### src/rtl/pmq_pkg.sv
// shared types, constants and register indexes of the point morton quantizer
package pmq_pkg;

    localparam int POS_W          = 32;
    localparam int CFG_IDX_W      = 3;
    localparam int CFG_DATA_W     = 32;
    localparam int LEVELS_W       = 4;
    localparam int DEF_MAX_LEVELS = 10;
    localparam int IN_TDATA_W     = 3 * POS_W;

    localparam logic [POS_W-1:0]    RST_MIN    = 32'sd0;
    localparam logic [POS_W-1:0]    RST_MAX    = 32'sd65536;
    localparam logic [LEVELS_W-1:0] RST_LEVELS = 4'd10;

    typedef enum logic [CFG_IDX_W-1:0] {
        CFG_MIN_X  = 3'd0,
        CFG_MIN_Y  = 3'd1,
        CFG_MIN_Z  = 3'd2,
        CFG_MAX_X  = 3'd3,
        CFG_MAX_Y  = 3'd4,
        CFG_MAX_Z  = 3'd5,
        CFG_LEVELS = 3'd6
    } t_cfg_idx;

    typedef struct packed {
        logic zero;
        logic sat;
    } t_lane_flags;

endpackage

### src/rtl/pmq_offset.sv
// first stage of one axis: offset and range, with the zero and saturate cases
module pmq_offset (
    input  logic                     i_clk,
    input  logic                     i_en,
    input  logic [pmq_pkg::POS_W-1:0] i_pos,
    input  logic [pmq_pkg::POS_W-1:0] i_min,
    input  logic [pmq_pkg::POS_W-1:0] i_max,
    output logic [pmq_pkg::POS_W-1:0] o_off,
    output logic [pmq_pkg::POS_W-1:0] o_range,
    output pmq_pkg::t_lane_flags      o_flags
);
    import pmq_pkg::*;

    logic signed [POS_W:0] off_w;
    logic signed [POS_W:0] range_w;
    t_lane_flags           n_flags;

    logic [POS_W-1:0] r_off;
    logic [POS_W-1:0] r_range;
    t_lane_flags      r_flags;

    always_comb begin
        off_w         = $signed({i_pos[POS_W-1], i_pos}) - $signed({i_min[POS_W-1], i_min});
        range_w       = $signed({i_max[POS_W-1], i_max}) - $signed({i_min[POS_W-1], i_min});
        n_flags.zero  = (range_w <= 0) || (off_w <= 0);
        n_flags.sat   = (off_w >= range_w);
    end

    always_ff @(posedge i_clk) begin
        if (i_en) begin
            r_off   <= off_w[POS_W-1:0];
            r_range <= range_w[POS_W-1:0];
            r_flags <= n_flags;
        end
    end

    assign o_off   = r_off;
    assign o_range = r_range;
    assign o_flags = r_flags;

endmodule

### config.mk
export PLATFORM = sky130hd
export DESIGN_NAME = pmq_offset
export DESIGN_NICKNAME = d
export VERILOG_FILES = /design/src/rtl/pmq_pkg.sv /design/src/rtl/pmq_offset.sv
export SDC_FILE = /design/constraint.sdc
export NUM_CORES = 1
export LEC_CHECK = 0
export CORE_MARGIN = 8
export CORE_UTILIZATION = 40
export DETAILED_ROUTE_END_ITERATION = 8
export DONT_BUFFER_PORTS = 1
export SLEW_MARGIN = 20
export SYNTH_ARGS = -nofsm -noshare
export SYNTH_HDL_FRONTEND = slang
export SYNTH_SLANG_ARGS = --single-unit
### constraint.sdc
create_clock -name i_clk -period 4.6 [get_ports i_clk]
set_input_delay 0.46 -clock i_clk [delete_from_list [all_inputs] [get_ports i_clk]]
set_output_delay 0.46 -clock i_clk [all_outputs]
set_load 0.03 [all_outputs]
==> metrics <==
final WL 20800 um; met3 WL 1633 um; Mapped Area 6708 um^2; commonest cells after routing, fill and taps aside ha_1 (96), inv_1 (90), edfxtp_1 (66), a21oi_1 (52), nor2_1 (48); CP Data Required Time 4760 ps; Synth warnings 0; CP Capture Type flip-flop; area leader, netlist edfxtp_1; total global-route track usage 18.82%; final hold vios 0; hpwl dp 18030 um; post-synth top area share 29.55%; Met2 Wirelength 9134 um; Startpoint Class input port; syn_nets 960; share of flip-flops with an asynchronous set or reset 0%; Worst Max-Slew Pin Slew 574.2 ps; clk sink count 66; Pins Over Slew Limit 0; port bufs 0; relative max-transition margin 61.42%; peak supply drop 0.2369 mV; global route overflow 0; Mapped Cells 764; TritonCTS clock tree built; cell area after placement 7158 um^2; Unique masters post-synth 65; Setup Crit Path Kind input port to flip-flop; Max Clock Freq 230.5 MHz; First-pass DRT Iterations 5; Final setup viols 0; Post-route DRC 0; CTS root buf clkbuf_16; EDFF count, synth 66; Starting Density 40.74%; IO Count 164; crit path max fanout 2; H-tree depth 3; drt via density 5.932; Horiz. Die Dim 145.5 um; post-CTS setup buffers 0; Mapped Avg Cell Area 8.780 um^2; clk slew on worst S/H paths 60 ps; Power per Cell Area 375.9 nW/um^2; WHS 250.0 ps; metal1 wirelength 9526 um; final net count 986; die area 21170 um^2; row count 47; area growth from synthesis to layout 11.47%; ratio of cells with drive above 1 in the final layout 8.050%; max cap viols 0; sequential element share of the synthesized area 29.55%; dominant synthesized flop cell edfxtp_1; Post-DRT Antenna Nets 0; Critical Path AT 4500 ps; Top Metal Used met4; Leak 3.286 nW; CORE AREA 16470 um^2; DR iter-0 viols 624; vias 6027; fin area 7477 um^2; most common cell after layout, fill and taps aside ha_1; CTS buffer count 9; drt wl/cell 20.47 um; CTS Buffer Depth 2; Tightest Hold Check Type input port to flip-flop; largest net degree at the start of global routing 67; Seq cells post-synth 66; crit path time final 4338 ps; final cycle utilization of the critical path 94.31%; unrepaired setup endpoints after global routing no; vias in the first global route 5961; initial antenna violation count 1; status completed; first-pass GRT wire length 31890 um; Die H 145.5 um; top post-synthesis cells by area edfxtp_1 (30%), ha_1 (18%), inv_1 (5.0%); Final GP Congestion 0.9402
## through the flow
step	TNS, ps	setup WS, ps	util [%]	total power, mW	std cells
global route	0	48.67	45.41	2.967	1016
finish	0	261.9	45.41	2.810	1016
CTS	0	204.6	45.36	2.808	1015
detailed placement	-97.61	-97.61	43.47	2.101	999
floorplan	0	311.9	-	1.753	764
global placement	-16.98	-16.98	43.47	2.074	999
## worst paths after layout
kind              startpoint          to  slack, ps  cells past startpoint
hold / removal          i_en  o_range[9]        250                      0
setup / recovery    i_max[0]  o_flags[0]        260                     21
## worst max-delay path, cell delays in order
cell and delay [ps]:
inv_1 40, ha_1 170, inv_1 60, fa_1 400
a211oi_1 240, o21ai_0 200, buf_4 180, a21oi_1 170
o31ai_1 120, xor2_1 320, inv_1 90, ha_1 310
nand4_1 80, or2_2 320, or3_1 370, nor3_1 140
nor3_1 70, maj3_1 340, o21ai_0 160, nand2_1 70
a41oi_1 170
## per-layer routing
layer | vias to the layer above | GRT usage, %
li1 | 2890 | -
met1 | 2862 | 24.95
met2 | 247 | 29.56
met3 | 28 | 4.011
met4 | 0 | 6.871
met5 | - | 0
## state kept, by name, summed over array words and instances, names as in the netlist
name and count:
o_off 32, o_range 32, o_flags 2
## cell type report
cell class	instances	area, um^2
Antenna cell	1	2.502
Timing Repair Buffer	32	240.2
Multi-Input combinational cell	591	4329
Inverter	90	337.8
Clock inverter	6	81.33
Tap cell	220	275.3
Fill cell	1599	8989
Sequential cell	66	1982
Clock buffer	10	229.0
## timing repair
action,4_1_cts,5_1_grt
gates resized for setup,0,3
endpoints found under the setup margin,0,1
hold buffers,0,0
## where the power goes
part	internal (mW)	switching, mW	leakage, nW	total (mW)
Combinational	0.437	0.631	2.49	1.07
Clock	0.470	0.229	0.150	0.699
Sequential	0.806	0.238	0.646	1.04
## cell usage after synthesis (3+ instances only)
cell type  number
o21ai_0        40
a211o_1         3
a21oi_1        52
a211oi_1       19
a21o_1         35
nand3_1        22
xor2_1         13
o31ai_1         3
nand4_1        24
and2_1          5
a31o_2          3
nor3_1         15
nor3b_1         5
inv_1          90
a221oi_1        4
a21boi_0        3
ha_1           96
a41oi_1         3
a2111oi_0       3
clkbuf_1       16
xnor2_1        32
edfxtp_1       66
or3_1           9
or2_2           4
o21a_1         10
nand2_1        46
a31oi_1         8
nand2b_1        4
nor4_1          3
o31a_1          4
o211ai_1       11
nor2b_1        12
and3_1          7
nor2_1         48
o21bai_1        9
## cells by family after synthesis
| group | synth area share (%) |
|---|---|
| xor gates and xnor gates | 5.876 |
| muxes | 0.2985 |
| and+or+nand+nor | 16.41 |
| AOI/OAI and AO/OA | 23.20 |
| buffers and inverters | 6.006 |
| DFF | 29.55 |
| adders and majority gates | 18.65 |
Note: power is estimated with default switching activity, not from simulation.
