==> config.mk <==
export PLATFORM = sky130hd
export DESIGN_NAME = pmq_div
export DESIGN_NICKNAME = d
export VERILOG_FILES = /design/src/rtl/pmq_pkg.sv /design/src/rtl/pmq_div.sv
export SDC_FILE = /design/constraint.sdc
export NUM_CORES = 2
export LEC_CHECK = 0
export ABC_AREA = 1
export BUFFER_PORTS_ARGS = -buffer_cell sky130_fd_sc_hd__buf_2
export CAP_MARGIN = 20
export CORE_UTILIZATION = 38
export CTS_BUF_LIST = sky130_fd_sc_hd__clkbuf_2 sky130_fd_sc_hd__clkbuf_4 sky130_fd_sc_hd__clkbuf_8
export CTS_CLUSTER_DIAMETER = 30
export DETAILED_ROUTE_END_ITERATION = 7
export PLACE_DENSITY = 0.57
export SYNTH_ARGS = -nofsm -noshare
export SYNTH_HDL_FRONTEND = slang
export SYNTH_SLANG_ARGS = --single-unit
==> constraint.sdc <==
create_clock -name i_clk -period 6.6 [get_ports i_clk]
set_clock_uncertainty 0.2 [all_clocks]
set_input_delay 1.32 -clock i_clk [delete_from_list [all_inputs] [get_ports i_clk]]
set_output_delay 1.32 -clock i_clk [all_outputs]
set_load 0.005 [all_outputs]
==> src/rtl/pmq_pkg.sv <==
// shared types, constants and register indexes of the point morton quantizer
package pmq_pkg;

    localparam int POS_W          = 32;
    localparam int CFG_IDX_W      = 3;
    localparam int CFG_DATA_W     = 32;
    localparam int LEVELS_W       = 4;
    localparam int DEF_MAX_LEVELS = 10;
    localparam int IN_TDATA_W     = 3 * POS_W;

    localparam logic [POS_W-1:0]    RST_MIN    = 32'sd0;
    localparam logic [POS_W-1:0]    RST_MAX    = 32'sd65536;
    localparam logic [LEVELS_W-1:0] RST_LEVELS = 4'd10;

    typedef enum logic [CFG_IDX_W-1:0] {
        CFG_MIN_X  = 3'd0,
        CFG_MIN_Y  = 3'd1,
        CFG_MIN_Z  = 3'd2,
        CFG_MAX_X  = 3'd3,
        CFG_MAX_Y  = 3'd4,
        CFG_MAX_Z  = 3'd5,
        CFG_LEVELS = 3'd6
    } t_cfg_idx;

    typedef struct packed {
        logic zero;
        logic sat;
    } t_lane_flags;

endpackage

==> src/rtl/pmq_div.sv <==
// scale multiply and pipelined restoring division, one quotient bit per stage
module pmq_div #(
    parameter int MAX_LEVELS = pmq_pkg::DEF_MAX_LEVELS
) (
    input  logic                      i_clk,
    input  logic                      i_en,
    input  logic [pmq_pkg::POS_W-1:0] i_off,
    input  logic [pmq_pkg::POS_W-1:0] i_range,
    input  logic [MAX_LEVELS-1:0]     i_scale,
    input  pmq_pkg::t_lane_flags      i_flags,
    output logic [MAX_LEVELS-1:0]     o_quot,
    output pmq_pkg::t_lane_flags      o_flags
);
    import pmq_pkg::*;

    localparam int NW = POS_W + MAX_LEVELS;

    logic [NW-1:0] prod;

    logic [POS_W-1:0]      r_rem  [0:MAX_LEVELS-1];
    logic [MAX_LEVELS-1:0] r_lo   [0:MAX_LEVELS-1];
    logic [MAX_LEVELS-1:0] r_quot [0:MAX_LEVELS];
    logic [POS_W-1:0]      r_den  [0:MAX_LEVELS-1];
    t_lane_flags           r_flg  [0:MAX_LEVELS];

    logic [POS_W:0]        trial  [1:MAX_LEVELS];
    logic                  ge     [1:MAX_LEVELS];
    logic [POS_W-1:0]      diff   [1:MAX_LEVELS];
    logic [MAX_LEVELS-1:0] tq     [1:MAX_LEVELS];

    assign prod = NW'(i_off) * NW'(i_scale);

    always_comb begin
        for (int s = 1; s <= MAX_LEVELS; s++) begin
            trial[s] = {r_rem[s-1], r_lo[s-1][MAX_LEVELS-1]};
            ge[s]    = (trial[s] >= {1'b0, r_den[s-1]});
            diff[s]  = trial[s][POS_W-1:0] - r_den[s-1];
            tq[s]    = (r_quot[s-1] << 1) | MAX_LEVELS'(ge[s]);
        end
    end

    always_ff @(posedge i_clk) begin
        if (i_en) begin
            r_rem[0]  <= prod[NW-1:MAX_LEVELS];
            r_lo[0]   <= prod[MAX_LEVELS-1:0];
            r_quot[0] <= '0;
            r_den[0]  <= i_range;
            r_flg[0]  <= i_flags;
            for (int s = 1; s < MAX_LEVELS; s++) begin
                r_rem[s] <= ge[s] ? diff[s] : trial[s][POS_W-1:0];
                r_lo[s]  <= r_lo[s-1] << 1;
                r_den[s] <= r_den[s-1];
            end
            for (int s = 1; s <= MAX_LEVELS; s++) begin
                r_quot[s] <= tq[s];
                r_flg[s]  <= r_flg[s-1];
            end
        end
    end

    assign o_quot  = r_quot[MAX_LEVELS];
    assign o_flags = r_flg[MAX_LEVELS];

endmodule

==> metrics.cfg <==
[flow_run]
drv_cap = 0

[die]
die_h_um = 409
dieArea_sq_um = 167000
ioPinCount = 90
start_util = 0.384
die_x_um = 409
core_area_sq_um = 163000
rows = 148

[yosys]
synth_edf_count = 772
ys_warn_count = 0
syn_nets = 9100
synth_ff_type = edfxtp_1
ys_seq_area_frac = 0.369
mappedNetlistArea_sq_um = 62800
ys_async_sr_fraction = 0
syn_inst = 8378
synthDistinctLibCells = 37
ys_ff_latch = 772
avgSynthCellArea_sq_um = 7.50

[timing]
rsz0062_at_grt = false
worst_slack_ns = 0.957
fmaxAchievable_mhz = 177
tightest_slew_ns = 1.00
drv_slew = 0
fin_crit_sh = 0.855
finalHoldViolCount = 0
setup_tns_ns = 0
setup_viol = 0
maxSlewHeadroom = 0.329
finalCriticalPeriod_ns = 5.64

[routing]
drt-initial-drc-count = 4267
drt_wl_total_um = 193000
via_count = 52431
wl_per_cell_um = 17.7
antenna_left = 0
vias_per_cell = 4.80
drt_first_pass_iters = 8
drc = 0

[clock_network]
hold_buffers = 0
root_buffer = clkbuf_8
cts.sinks = 772
clk_latency_ns = 0.90
numCtsBuffers = 192
path_clk_slew_ns = 0.05
cts_tree = yes
clk_path_buf_depth = 3
cts_setup_buffers = 0
cts_max_level = 4
cts_resized = 0

[worst_setup_path]
cp-start-kind = primary input
slowest_delay_ns = 0.56
cp_common_cell = nand2_1
worstPathRequired_ns = 7.02
r2r_slack_ns = 2.84
r2r_cells = 8
path_max_fanout = 12
worstPathArrival_ns = 6.06
crit_path_end_kind = flip-flop
path_cells = buf_2, buf_12, nand2_1, inv_1, fa_1, fa_1, fa_1, fa_1, inv_1, fa_1, inv_1, ha_1, a21oi_1, o21ai_0, inv_1, nand2_1, nand2_1, nand3_1, nand2_1, nand2_1, nand2_1, nand2_1
cp_slowest_cell = fa_1
critPathKind = primary input to flip-flop
r2r-end = r_rem[4][0]$_DFFE_PP_
rr_startpoint = r_rem[3][27]$_DFFE_PP_

[global_routing]
grt_overflow = 0
top_usage_layer = met2
grt_max_degree = 136
grtUsageMet3 = 0.0312
antenna_found_initial = 6
use_met1 = 0.298
grt_pass1_wl_um = 295000
grt_use_met2 = 0.391
grtUsageTotal = 0.230
grt_pass1_vias = 51437

[place]
place_hpwl_um = 156000
pre_cts_ws_ns = 0.0605
place.gp.congestion = 0.930
portBuffers = 89

[power_and_ir_drop]
ir_drop_v = 0.000299
powerDensity_nw_per_um2 = 531
p_leak_nw = 37.7

[finish]
drive_gt1_frac = 0.0711
nets = 9302
syn2layout_area_growth_pct = 11.4
fill_cells = 16891

[min_path]
worstHoldStart = r_lo[3][4]$_DFFE_PP_
worstHoldEndpoint = r_lo[4][5]$_DFFE_PP_
min-delay-path-class = flip-flop to flip-flop
min_path_cells = 0

[run_status]
status = finished clean

-- cells in the final DEF, fill, tap and decap left out, types with 55 or more instances in the layout --
cell type	instances
buf_2	88
xor2_1	134
a21oi_1	234
inv_1	1870
fa_1	247
edfxtp_1	772
nand3b_1	85
nand2_1	3083
o21ai_0	55
nand3_1	604
clkbuf_8	195
nor2_1	404
nor3_1	74
ha_1	397
-- metal layers --
| metal | vias up | share of wire |
|---|---|---|
| met3 | 315 | 0.050 |
| met5 | - | 0.000041 |
| li1 | 26296 | - |
| met2 | 1451 | 0.48 |
| met1 | 24367 | 0.44 |
| met4 | 2 | 0.032 |
-- Yosys cell counts (58+ instances only) --
cell type	number	area share
xor2_1	134	0.019
nand3_1	604	0.048
nor2_1	404	0.024
clkbuf_1	58	0.0035
a21oi_1	234	0.019
edfxtp_1	772	0.37
ha_1	397	0.079
inv_1	1870	0.11
nand2_1	3083	0.18
nor3_1	74	0.0059
fa_1	247	0.079
nand3b_1	85	0.010
-- area by class of cell --
| cell class | instances | area [sq um] | share of cell area |
|---|---|---|---|
| multi-input cells | 5590 | 31800 | 0.454 |
| flip-flops and latches | 772 | 23200 | 0.331 |
| inverters | 1873 | 7030 | 0.100 |
| clock buffers | 223 | 2890 | 0.0414 |
| well taps | 2175 | 2720 | 0.0389 |
| clock inverters | 128 | 1230 | 0.0175 |
| repair buffers | 151 | 1120 | 0.0160 |
| diodes | 5 | 12.5 | 0.000179 |
-- how the worst max path moves through the flow --
| stage | startpoint | to | slack [ns] | cells after the start |
|---|---|---|---|---|
| finish | i_scale[8] | r_rem[0][28]$_DFFE_PP_ | 0.96 | 22 |
| floorplan | i_off[5] | r_rem[0][23]$_DFFE_PP_ | 0.57 | 25 |
| detailed placement | i_scale[8] | r_rem[0][19]$_DFFE_PP_ | 0.06 | 20 |
| global placement | i_scale[8] | r_rem[0][20]$_DFFE_PP_ | 0.09 | 21 |
| global route | i_scale[3] | r_rem[0][23]$_DFFE_PP_ | 0.72 | 26 |
| CTS | i_scale[8] | r_rem[0][28]$_DFFE_PP_ | 1.04 | 22 |
-- state kept, by name, summed over array words and instances, names as in the netlist --
signal  count
r_flg      22
r_den     320
r_rem     320
r_quot     55
r_lo       55
-- critical path, delay by kind of cell --
family	cells	cell delay (ns)
compound gates	2	0.45
fa+ha+maj	6	2.97
buf+inv	6	0.72
simple gates	8	0.58
-- power breakdown --
part	internal [mW]	switching, mW
Clock	3.66	2.47
Combinational	7.31	14.7
Sequential	7.73	1.20
Total	18.7	18.4
-- kinds of logic (layout without fill, tap and decap cells) --
group                      after synthesis  after routing  synth area share
AOI/OAI and AO/OA                      305            305            0.0249
xor gates and xnor gates               150            150            0.0209
adders and majority gates              644            644             0.158
buffers and inverters                 2016           2375             0.125
DFF                                    772            772             0.369
other                                    0              5                 0
and+or+nand+nor                       4491           4491             0.302
-- stage by stage --
step | utilization | instance area, sq um | instances | hold WS (ns) | total power [mW]
after floorplan | - | 62800 | 8378 | 0.200 | 23.8
after global placement | 0.403 | 65800 | 10561 | 0.201 | 30.9
after detailed placement | 0.403 | 65800 | 10561 | 0.205 | 31.0
after CTS | 0.428 | 70000 | 10912 | 0.161 | 37.4
after global routing | 0.428 | 70000 | 10915 | 0.179 | 40.4
final | 0.428 | 70000 | 10917 | 0.166 | 37.1
Power figures use the tool's default switching activity.
